### src/rtl/vqdm_pkg.sv
`timescale 1ns / 1ps
package vqdm_pkg;

    localparam int QUEUE_DEPTH = 256;
    localparam int IDX_W = 8;
    localparam int LINK_W = 9;
    localparam int CNT_W = 16;
    localparam logic [LINK_W-1:0] LINK_NONE = 9'd256;

    localparam logic [2:0] MODE_INIT  = 3'd0;
    localparam logic [2:0] MODE_ALLOC = 3'd1;
    localparam logic [2:0] MODE_WRITE = 3'd2;
    localparam logic [2:0] MODE_PUB   = 3'd3;
    localparam logic [2:0] MODE_FREE  = 3'd4;
    localparam logic [2:0] MODE_POST  = 3'd5;
    localparam logic [2:0] MODE_TAKE  = 3'd6;
    localparam logic [2:0] MODE_NOP   = 3'd7;

    typedef struct packed {
        logic       latch;     // capture input item
        logic       init_start;
        logic       init_step; // write one chain entry
        logic       exec;      // apply the operation (memory read data ready)
        logic       finish;    // present result
    } vqdm_cmd_t;

    typedef struct packed {
        logic       init_last;
    } vqdm_stat_t;

endpackage

### src/rtl/vqdm_ctrl.sv
`timescale 1ns / 1ps
module vqdm_ctrl
(
    input  logic                clk,
    input  logic                rst_n,
    input  logic                start,
    input  logic [2:0]          mode,
    input  vqdm_pkg::vqdm_stat_t stat,
    output vqdm_pkg::vqdm_cmd_t  cmd,
    output logic                busy
);

    localparam logic [1:0] ST_IDLE = 2'd0;
    localparam logic [1:0] ST_EXEC = 2'd1;
    localparam logic [1:0] ST_INIT = 2'd2;

    logic [1:0] state_reg, state_next;

    always_ff @(posedge clk or negedge rst_n)
    begin
        if (!rst_n)
            state_reg <= ST_INIT;
        else
            state_reg <= state_next;
    end

    always_comb
    begin
        state_next = state_reg;
        cmd = '0;
        busy = 1'b1;
        case (state_reg)
            ST_IDLE:
            begin
                busy = 1'b0;
                if (start)
                begin
                    cmd.latch = 1'b1;
                    if (mode == vqdm_pkg::MODE_INIT)
                    begin
                        cmd.init_start = 1'b1;
                        state_next = ST_INIT;
                    end
                    else
                        state_next = ST_EXEC;
                end
            end
            ST_EXEC:
            begin
                cmd.exec = 1'b1;
                cmd.finish = 1'b1;
                state_next = ST_IDLE;
            end
            ST_INIT:
            begin
                cmd.init_step = 1'b1;
                if (stat.init_last)
                begin
                    cmd.finish = 1'b1;
                    state_next = ST_IDLE;
                end
            end
            default:
                state_next = ST_IDLE;
        endcase
    end

endmodule

### config.mk
export PLATFORM = sky130hd
export DESIGN_NAME = vqdm_ctrl
export DESIGN_NICKNAME = d
export VERILOG_FILES = /design/src/rtl/vqdm_pkg.sv /design/src/rtl/vqdm_ctrl.sv
export SDC_FILE = /design/constraint.sdc
export NUM_CORES = 1
export LEC_CHECK = 0
export CORE_AREA = 3 3 40 42
export CTS_BUF_LIST = sky130_fd_sc_hd__clkbuf_16
export CTS_CLUSTER_SIZE = 14
export DETAILED_ROUTE_END_ITERATION = 10
export DIE_AREA = 0 0 43 45
export DONT_BUFFER_PORTS = 1
export PLACE_DENSITY_LB_ADDON = 0.1
export SYNTH_ARGS = -nofsm -noshare
export SYNTH_HDL_FRONTEND = slang
export SYNTH_SLANG_ARGS = --single-unit
### constraint.sdc
create_clock -name clk -period 1.5 [get_ports clk]
set_input_delay 0.15 -clock clk [delete_from_list [all_inputs] [get_ports clk]]
set_output_delay 0.15 -clock clk [all_outputs]
set_load 0.005 [all_outputs]
# After elaboration in Yosys (flattened, before gate mapping)
# Cells that the tools add are included.
[word_totals] ff_bits=2 in_bits=7 output_inout_bits=6 word_cells=20
[op_classes] eq_ne=4 n_mux=12 reduce_logical=3
[ops] op="$mux W2" count=5
[ops] op="$mux W1" count=5
[ops] op="$ne A2 B2 Y1 const B" count=2
[ops] op="$pmux W2 S2" count=1
[ops] op="$logic_not A3 Y1" count=1
[ops] op="$eq A2 B1 Y1 const B" count=1
[ops] op="$eq A2 B2 Y1 const B" count=1
[ops] op="$logic_not A2 Y1" count=1
[ops] op="$pmux W1 S2" count=1
[ops] op="$reduce_and A2 Y1" count=1

# Longest topological paths before layout
# Gate-level depths: netlist of run 1.
[logic_depth] depth_word=4 mapped_depth=5 mapped_depth_nobuf=5

# Worst setup path before layout of run 1
# OpenSTA, ideal clock, no wires.
[synth_timing] path_type="reg-to-reg" startpoint="register state_reg[1]" endpoint="register state_reg[1]" t_arrival_ns=1.135 t_required_ns=1.420 setup_slack_ns=0.285 path_stages_with_launch=5 n_path_buf=0 cell_sequence="dfstp_2 -> inv_1 -> ha_1 -> and2_4 -> a32o_1"
[synth_between] elab_chain_len=3 elab_cells_between_ends=6
[synth_rtl] element="start, declared" line="vqdm_ctrl.sv:17" rtl="logic [1:0] state_reg, state_next;"
[synth_rtl] element="start signal, assigned" line="vqdm_ctrl.sv:24" rtl="state_reg <= state_next;"
[synth_rtl] element="$eq A2 B2 Y1 / $logic_not A2 Y1 (equally long branches)" line="vqdm_ctrl.sv:32" rtl="case (state_reg)"
[synth_rtl] element="$ne A2 B2 Y1 (no line)"
[synth_rtl] element="$reduce_and A2 Y1 (no line)"
# Several ways; a longest one is shown, not always the timed one.
# A chain may end at the register's enable or synchronous reset.

==> results_dict.tcl, run 1 <==
set metrics [dict create \
    run_status "complete, no violations" \
    cts_buffer_depth 2 \
    maxSlewHeadroom_pct 86.5 \
    io_buffers 0 \
    critical_path.endpoint_type "output pin" \
    drt-vias-per-instance 3.84 \
    final-max-slew-violation-count 0 \
    synth_enable_flop_cells 0 \
    leakage_nw 0.130 \
    r2r_slack_ns 0.25 \
    netlist.area_leader.share_pct 20.7 \
    vias_in_the_first_global_route 147 \
    placement.setup.worst_slack_ns 0.225 \
    setup_viol_count_final 0 \
    largest_register_ffs 2 \
    clk_transition_reported_paths_ns 0.03 \
    chipWidth_microns 43 \
    cts.sinks 2 \
    final.period_utilization_pct 97.3 \
    area_added_between_synthesis_and_finish_pct 60.7 \
    mapped_cell_area_sq_um 181 \
    synth_cells 18 \
    routed_wirelength_normalized_by_instance_count_microns 10.8 \
    crit_fanout 4 \
    tritoncts "yes" \
    die_area_sq_um 1940 \
    total_global_routing_overflow 0 \
    worstSetupStartpointType "register" \
    placeableCoreArea_sq_um 1280 \
    drive_gt1_share_pct 39.1 \
    dr.pass1.iters 1 \
    num_antenna_cells 0 \
    syn_area_per_cell_sq_um 10.1 \
    worstPathRequired_ns 1.35 \
    synth.top_cells.by_count "sky130_fd_sc_hd__ha_1, sky130_fd_sc_hd__inv_1" \
    route.detailed.drc 0 \
    placed_cell_area_sq_um 200 \
    timing_worst_slew_pin_value_ns 0.201 \
    finalSetupTns_ns 0 \
    timing.critical_path.arrival_ns 1.31 \
    cts.root.buffer_cell "sky130_fd_sc_hd__clkbuf_16" \
    power_per_cell_area_nw_per_um2 1920 \
    postSynthRegisterBits 2 \
    num-fill-cells 144 \
    floorplan.rows 13 \
    die_h_microns 45 \
    library_cell_with_the_largest_summed_area_after_synthesis "sky130_fd_sc_hd__ha_1" \
    drt_iter0_markers 0 \
    final_util_pct 22.7 \
    design.portCount 13 \
    clkLatencyLatePin_ns 0.22 \
    clock_skew_ns 0.00486 \
    vdd_drop_max_mv 0.424 \
    top_cells_by_area_synth "sky130_fd_sc_hd__ha_1, sky130_fd_sc_hd__dfstp_2, sky130_fd_sc_hd__dfrtp_1, sky130_fd_sc_hd__nand2b_4, sky130_fd_sc_hd__inv_1" \
    h-tree-depth 1 \
    timing.final.hold_violations 0 \
    route.vias.total 146 \
    timing.hold.ws_ns 0.110 \
    grt_antenna_before_repair 0 \
    min_path_type "in2reg" \
    synth.yosys.seq_area_share_pct 28.3 \
    final_nets 34 \
    grt_first_pass_wirelength_microns 586 \
    synth-main-ff-cell "sky130_fd_sc_hd__dfstp_2" \
    netlist-cell-type-count 14 \
    ys.warnings.count 0 \
    stdcell_area_sq_um 292 \
    floorplan.initialDensity_pct 14.1 \
    groute.usage.overall_pct 4.91 \
    routabilityCongestion 0.627 \
    postLayoutSetupSlackWorst_ns 0.0411 \
    maxCapViolCount 0 \
    final_period_minus_worst_setup_slack_ns 1.46 \
    setup.worst_path.class "reg2out" \
    synth-async-reset-ratio_pct 100 \
    mappedNetlistNets 28 \
    fmax_ghz 0.685 \
    rsz0062_at_grt "no" \
    detail-route-antenna-nets 0 \
    grt_max_degree 5 \
    finalWirelength_microns 409 \
    cts_buffers 3 \
]
-- repair_timing --
item,4_1_cts,5_1_grt
resized for setup,0,1
hold endpoints to repair,2,0
setup buffers,0,0
hold buffers,1,0
setup endpoints to repair,0,1
-- worst max-delay path, stage by stage (launching register included) --
cell and delay (ns):
sky130_fd_sc_hd__dfstp_2 0.53, sky130_fd_sc_hd__inv_1 0.06, sky130_fd_sc_hd__ha_2 0.17, sky130_fd_sc_hd__and2_4 0.17, sky130_fd_sc_hd__and2_1 0.16
-- final cells by class --
class                      instances  area, sq um  area share (%)
clock inverter                     1         3.75            1.29
inverter                           3         11.3            3.86
tap                               15         18.8            6.44
timing repair buffer               1         10.0            3.43
sequential                         2         51.3            17.6
multi-input combinational         13          121            41.6
clock buffer                       3         75.1            25.8
-- cell usage in the layout (no fill, tap or decap) --
cell type / count
sky130_fd_sc_hd__and2_1: 1
sky130_fd_sc_hd__dfstp_2: 1
sky130_fd_sc_hd__nand2b_4: 1
sky130_fd_sc_hd__nor3_2: 1
sky130_fd_sc_hd__nand2_1: 1
sky130_fd_sc_hd__dlygate4sd3_1: 1
sky130_fd_sc_hd__nor2b_1: 1
sky130_fd_sc_hd__o21ai_2: 1
sky130_fd_sc_hd__ha_2: 1
sky130_fd_sc_hd__and2_4: 1
sky130_fd_sc_hd__ha_1: 2
sky130_fd_sc_hd__dfrtp_1: 1
sky130_fd_sc_hd__clkbuf_16: 3
sky130_fd_sc_hd__o2bb2ai_1: 1
sky130_fd_sc_hd__a32o_1: 1
sky130_fd_sc_hd__inv_1: 4
sky130_fd_sc_hd__a21oi_1: 1
-- power breakdown --
| part | internal [mW] | switching [mW] |
|---|---|---|
| clock | 0.343 | 0.0653 |
| combinational | 0.0374 | 0.0438 |
| sequential | 0.0643 | 0.00675 |
| total | 0.445 | 0.116 |
-- per-layer routing --
metal  global-route usage [%]  vias to the layer above  wire [microns]
met5                        0                        -               0
met4                     5.42                        0               0
met3                     5.58                        0              58
met2                     6.89                        8             216
met1                     3.13                       66             134
li1                         -                       72               -
-- metrics by stage --
step	power (mW)	cells
6_report	0.561	38
4_1_cts	0.570	38
3_5_place_dp	0.152	33
5_1_grt	0.589	38
3_3_place_gp	0.153	33
2_1_floorplan	0.136	18
-- final timing paths --
| kind | startpoint | end | depth (start not counted) |
|---|---|---|---|
| worst max-delay path | state_reg[1] | cmd[3] | 4 |
| worst min-delay path | mode[2] | state_reg[0] | 2 |
| worst max register to register | state_reg[1] | state_reg[1] | 4 |
| worst min register to register | state_reg[0] | state_reg[0] | 1 |
| max in group asynchronous | rst_n | state_reg[1] | 1 |
| min in group asynchronous | rst_n | state_reg[0] | 1 |
-- cells by family after synthesis --
group           share of synthesized area (%)
compound gates                           17.9
fa+ha+maj                                20.7
buf+inv                                  6.21
flops                                    28.3
simple gates                             26.9
Note: power is estimated with default switching activity, not from simulation.
==> run 2, diff against run 1 <==
CORE_AREA = 2 2 39 41   (was 3 3 40 42)
DIE_AREA = 0 0 41 43   (was 0 0 43 45)
==> run 2 against run 1 <==
  * Sequential share of layout area down 0.22 points
  * Flip-flop and latch count unchanged
  * Final cell count up 2.6%
  * Register-to-register slack about the same
  * Global-route usage up 0.92 points
  * Count of clock-buffer cells in the layout unchanged
  * Non-clock buffer count unchanged
  * Maximum frequency about the same
  * Die area down 8.9%
  * Worst setup slack worse by 0.0014 ns
  * Critical path depth unchanged
  * Total power up 0.28%
  * Critical endpoint unchanged
  * Largest power group unchanged
==> results_dict.tcl, run 2 (synthesis results as in run 1) <==
set metrics [dict create \
    finalSetupTns_ns 0 \
    critical-path-top-cell-by-count "sky130_fd_sc_hd__and2_4" \
    layout_commonest_cell "sky130_fd_sc_hd__inv_1" \
    grt_max_degree 5 \
    rsz0062_at_grt "no" \
    design.portCount 13 \
    setup_viol_count_final 0 \
    layout_common_cells "sky130_fd_sc_hd__inv_1, sky130_fd_sc_hd__clkbuf_16, sky130_fd_sc_hd__and2_4, sky130_fd_sc_hd__ha_1" \
    critical-path-top-delay-family "flip-flops" \
    placeableCoreArea_sq_um 1380 \
    final-instance-count-excl-fill 39 \
    leakage_nw 0.131 \
    worstPathRequired_ns 1.35 \
    worst-path-buf-inv 1 \
    placed_cell_area_sq_um 201 \
    route.met3.wl_microns 54 \
    detail-route-antenna-nets 0 \
    largest_register_ffs 2 \
    setup.worst_path.class "reg2out" \
    clock_skew_ns 0.00245 \
    grt_antenna_before_repair 0 \
    worst_r2r_startpoint "state_reg[1]" \
    drive_gt1_share_pct 43.5 \
    die_area_sq_um 1760 \
    floorplan.rows 14 \
    power_per_cell_area_nw_per_um2 1900 \
    slowest_cell_on_the_critical_path "sky130_fd_sc_hd__dfstp_2" \
    drt_iter0_markers 6 \
    groute.usage.overall_pct 5.83 \
    die_h_microns 43 \
    min_path_type "in2reg" \
    reg2reg_depth 4 \
    run_status "complete, no violations" \
    finalWirelength_microns 391 \
    grt_first_pass_wirelength_microns 600 \
    critical_path.endpoint_type "output pin" \
    final_nets 34 \
    number_of_placed_cells_counting_well_taps 34 \
    final.period_utilization_pct 97.4 \
    vdd_drop_max_mv 0.687 \
    route.detailed.drc 0 \
    route.vias.total 149 \
    cp_cell_sequence "inv_1 > ha_2 > and2_4 > and2_4" \
    timing.hold.worst_path_depth 2 \
    routabilityCongestion 0.528 \
    final-max-slew-violation-count 0 \
    final_period_minus_worst_setup_slack_ns 1.46 \
    clk_transition_reported_paths_ns 0.03 \
    critical_path.max_stage_delay_ns 0.53 \
    maxSlewHeadroom_pct 86.0 \
    cts_buffer_depth 2 \
    hold_path.startpoint "mode[2]" \
    drt-vias-per-instance 3.82 \
    dr_wl_met2_microns 177 \
    total_global_routing_overflow 0 \
    crit_fanout 4 \
    route.layer.met1.wl_microns 149 \
    vias_in_the_first_global_route 156 \
    area_added_between_synthesis_and_finish_pct 62.8 \
    highest-signal-layer "met4" \
    cts.root.buffer_cell "sky130_fd_sc_hd__clkbuf_16" \
    sink_of_the_worst_hold_path "state_reg[0]" \
    place_hpwl_microns 321 \
    routed_wirelength_normalized_by_instance_count_microns 10.0 \
    fmax_ghz 0.685 \
    cts_buffers 3 \
    io_buffers 0 \
    dr.pass1.iters 3 \
    chipWidth_microns 41 \
    power.total_mw 0.562 \
    timing.final.hold_violations 0 \
    maxCapViolCount 0 \
    worstSetupStartpointType "register" \
    timing_worst_slew_pin_value_ns 0.209 \
    critical_path.reg2reg.endpoint "state_reg[1]" \
    clkLatencyLatePin_ns 0.22 \
    num_antenna_cells 0 \
    floorplan.initialDensity_pct 13.1 \
    timing.hold.ws_ns 0.140 \
    timing.critical_path.arrival_ns 1.31 \
    h-tree-depth 1 \
    tritoncts "yes" \
    r2r_slack_ns 0.24 \
    stdcell_area_sq_um 295 \
    cts.sinks 2 \
]
run 2: changes by cell type in the layout (fill, tap and decap cells not counted):
cell	previous run	this run
sky130_fd_sc_hd__and2_1	1	0
sky130_fd_sc_hd__and2_4	1	2
run 2: report_power, final:
part           internal, mW  total [mW]  switching (mW)  leakage [nW]
logic                0.0380      0.0827          0.0447        0.0659
registers            0.0643      0.0719         0.00758        0.0228
clock network         0.343       0.407          0.0645        0.0423
run 2: how the worst max path moves through the flow:
stage | startpoint | endpoint | slack, ns | depth (start not counted)
after detailed placement | state_reg[1] | state_reg[1] | 0.22 | 4
after CTS | state_reg[1] | cmd[3] | 0.02 | 4
final | state_reg[1] | cmd[3] | 0.04 | 4
after floorplan | state_reg[1] | state_reg[1] | 0.28 | 4
after global routing | state_reg[1] | cmd[3] | 0.002 | 4
after global placement | state_reg[1] | state_reg[1] | 0.22 | 4
run 2: metrics by stage:
stage	util [%]	setup slack, ns
final	21.3	0.0397
after global routing	21.3	0.00155
after detailed placement	14.6	0.216
after CTS	21.2	0.0192
after floorplan	-	0.285
after global placement	14.6	0.218
run 2: repair_timing:
action / in CTS / in global routing
hold endpoints to repair: 2 / 0
setup endpoints to repair: 1 / 1
resized for setup: 1 / 1
hold buffers: 1 / 0
buffers inserted: 0 / 0
run 2: layout make-up:
cell class                 instances  area (sq um)
multi-input combinational         13           124
fill                             150          1090
timing repair buffer               1          10.0
clock buffer                       3          75.1
tap                               16          20.0
sequential                         2          51.3
clock inverter                     1          3.75
inverter                           3          11.3
run 2: routing by layer:
layer	global-route usage, %	vias to the layer above
met3	5.24	2
met2	7.19	9
met4	6.00	0
li1	-	70
met1	5.16	68
met5	0	-
==> run 3, diff against run 2 <==
GPL_ROUTABILITY_DRIVEN = 0   (was not set)
clock period = 1.8 ns   (was 1.5 ns; I/O delays follow)
==> run 3 against run 2 <==
  * Register-to-register slack better by 0.30 ns
  * Via count is 1.3% lower
  * Die area stayed put
  * Global-route usage decreased by 0.11 points
  * Count of clock-buffer cells in the layout did not move
  * First-iteration DRC count fell by 83%
  * Combinational power shrank 20%
  * Hold slack better by 0.0058 ns
  * Wire length grew 0.51%
  * Critical path type unchanged
  * Largest cell class unchanged
  * Largest power group unchanged
==> results_dict.tcl, run 3 (synthesis results as in run 1) <==
set metrics [dict create \
    timing.critical_path.arrival_ns 1.33 \
    placeableCoreArea_sq_um 1380 \
    leakage_nw 0.131 \
    clock_skew_ns 0.00532 \
    final_util_pct 21.0 \
    vdd_drop_max_mv 0.423 \
    crit_fanout 4 \
    drt_iter0_markers 1 \
    grt_antenna_before_repair 0 \
    timing.final.hold_violations 0 \
    largest_register_ffs 2 \
    floorplan.initialDensity_pct 13.1 \
    cts_buffer_depth 2 \
    final.period_utilization_pct 83.9 \
    setup.worst_path.class "reg2out" \
    h-tree-depth 1 \
    power_per_cell_area_nw_per_um2 1600 \
    layout_commonest_cell "sky130_fd_sc_hd__inv_1" \
    cts_buffers 3 \
    io_buffers 0 \
    worstSetupStartpointType "register" \
    layout_common_cells "sky130_fd_sc_hd__inv_1, sky130_fd_sc_hd__ha_1, sky130_fd_sc_hd__clkbuf_16" \
    stdcell_area_sq_um 290 \
    finalWirelength_microns 393 \
    worstPathRequired_ns 1.62 \
    maxSlewHeadroom_pct 86.6 \
    vias_in_the_first_global_route 152 \
    critical_path.endpoint_type "output pin" \
    die_h_microns 43 \
    cts.root.buffer_cell "sky130_fd_sc_hd__clkbuf_16" \
    route.vias.total 147 \
    dr.pass1.iters 2 \
    chipWidth_microns 41 \
    drt-vias-per-instance 3.77 \
    num-fill-cells 156 \
    die_area_sq_um 1760 \
    seqCellArea_sq_um 51.3 \
    rsz0062_at_grt "no" \
    placed_cell_area_sq_um 201 \
    routed_wirelength_normalized_by_instance_count_microns 10.1 \
    finalSetupTns_ns 0 \
    clk_transition_reported_paths_ns 0.03 \
    area_added_between_synthesis_and_finish_pct 60.0 \
    groute.usage.overall_pct 5.72 \
    num_antenna_cells 0 \
    final_period_minus_worst_setup_slack_ns 1.51 \
    detail-route-antenna-nets 0 \
    cts.sinks 2 \
    setup_viol_count_final 0 \
    run_status "complete, no violations" \
    place_hpwl_microns 310 \
    design.portCount 13 \
    maxCapViolCount 0 \
    tritoncts "yes" \
    route.detailed.drc 0 \
    total_global_routing_overflow 0 \
    fmax_ghz 0.662 \
    timing_worst_slew_pin_value_ns 0.202 \
    multi_input_area_sq_um 119 \
    min_path_type "in2reg" \
    floorplan.rows 14 \
    grt_max_degree 5 \
    postLayoutSetupSlackWorst_ns 0.289 \
    placement.setup.worst_slack_ns 0.507 \
    drive_gt1_share_pct 34.8 \
    final-max-slew-violation-count 0 \
    grt_first_pass_wirelength_microns 627 \
    clkLatencyLatePin_ns 0.22 \
    final_nets 34 \
]
run 3: worst max-delay path, cell delays in order (launching register included):
cell and delay [ns]:
sky130_fd_sc_hd__dfstp_2 0.53, sky130_fd_sc_hd__inv_1 0.05, sky130_fd_sc_hd__ha_1 0.19, sky130_fd_sc_hd__and2_4 0.18
sky130_fd_sc_hd__and2_1 0.17
run 3: metrics by stage:
stage          hold WS, ns  power [mW]  instances
3_3_place_gp        -0.116       0.128         34
5_1_grt              0.179       0.490         39
2_1_floorplan       -0.116       0.113         18
3_5_place_dp        -0.116       0.126         34
6_report             0.146       0.464         39
4_1_cts              0.162       0.472         39
run 3: routing by layer:
layer / track usage [%] / up-vias / share of wire, %
met4: 6.00 / 0 / 0
met3: 3.14 / 0 / 11
met2: 7.50 / 6 / 52
li1: - / 70 / -
met5: 0 / - / 0
met1: 5.79 / 71 / 37
run 3: area by class of cell:
| class | count | share of cell area (%) |
|---|---|---|
| Tap cell | 16 | 6.90 |
| Sequential cell | 2 | 17.7 |
| Clock buffer | 3 | 25.9 |
| Inverter | 3 | 3.88 |
| Multi-Input combinational cell | 13 | 40.9 |
| Clock inverter | 1 | 1.29 |
| Timing Repair Buffer | 1 | 3.45 |
run 3: worst paths after layout:
kind | endpoint | cells past startpoint | slack [ns] | startpoint
setup / recovery | cmd[3] | 4 | 0.29 | state_reg[1]
hold / removal | state_reg[0] | 2 | 0.15 | mode[2]
setup reg to reg | state_reg[1] | 4 | 0.54 | state_reg[1]
hold reg to reg | state_reg[0] | 1 | 0.53 | state_reg[0]
max in group asynchronous | state_reg[1] | 1 | 1.39 | rst_n
min in group asynchronous | state_reg[0] | 1 | 0.19 | rst_n
run 3: repair_timing:
| action | CTS | global route |
|---|---|---|
| hold buffers | 1 | 0 |
| hold endpoints to repair | 2 | 0 |
| resized for setup | 0 | 0 |
| setup buffers | 0 | 0 |
run 3: report_power, final:
group | total, mW | leakage [nW] | switching, mW | internal [mW]
Combinational | 0.0662 | 0.0655 | 0.0362 | 0.0300
Clock | 0.339 | 0.0423 | 0.0531 | 0.286
Sequential | 0.0592 | 0.0228 | 0.00560 | 0.0536
Total | 0.464 | 0.131 | 0.0949 | 0.369
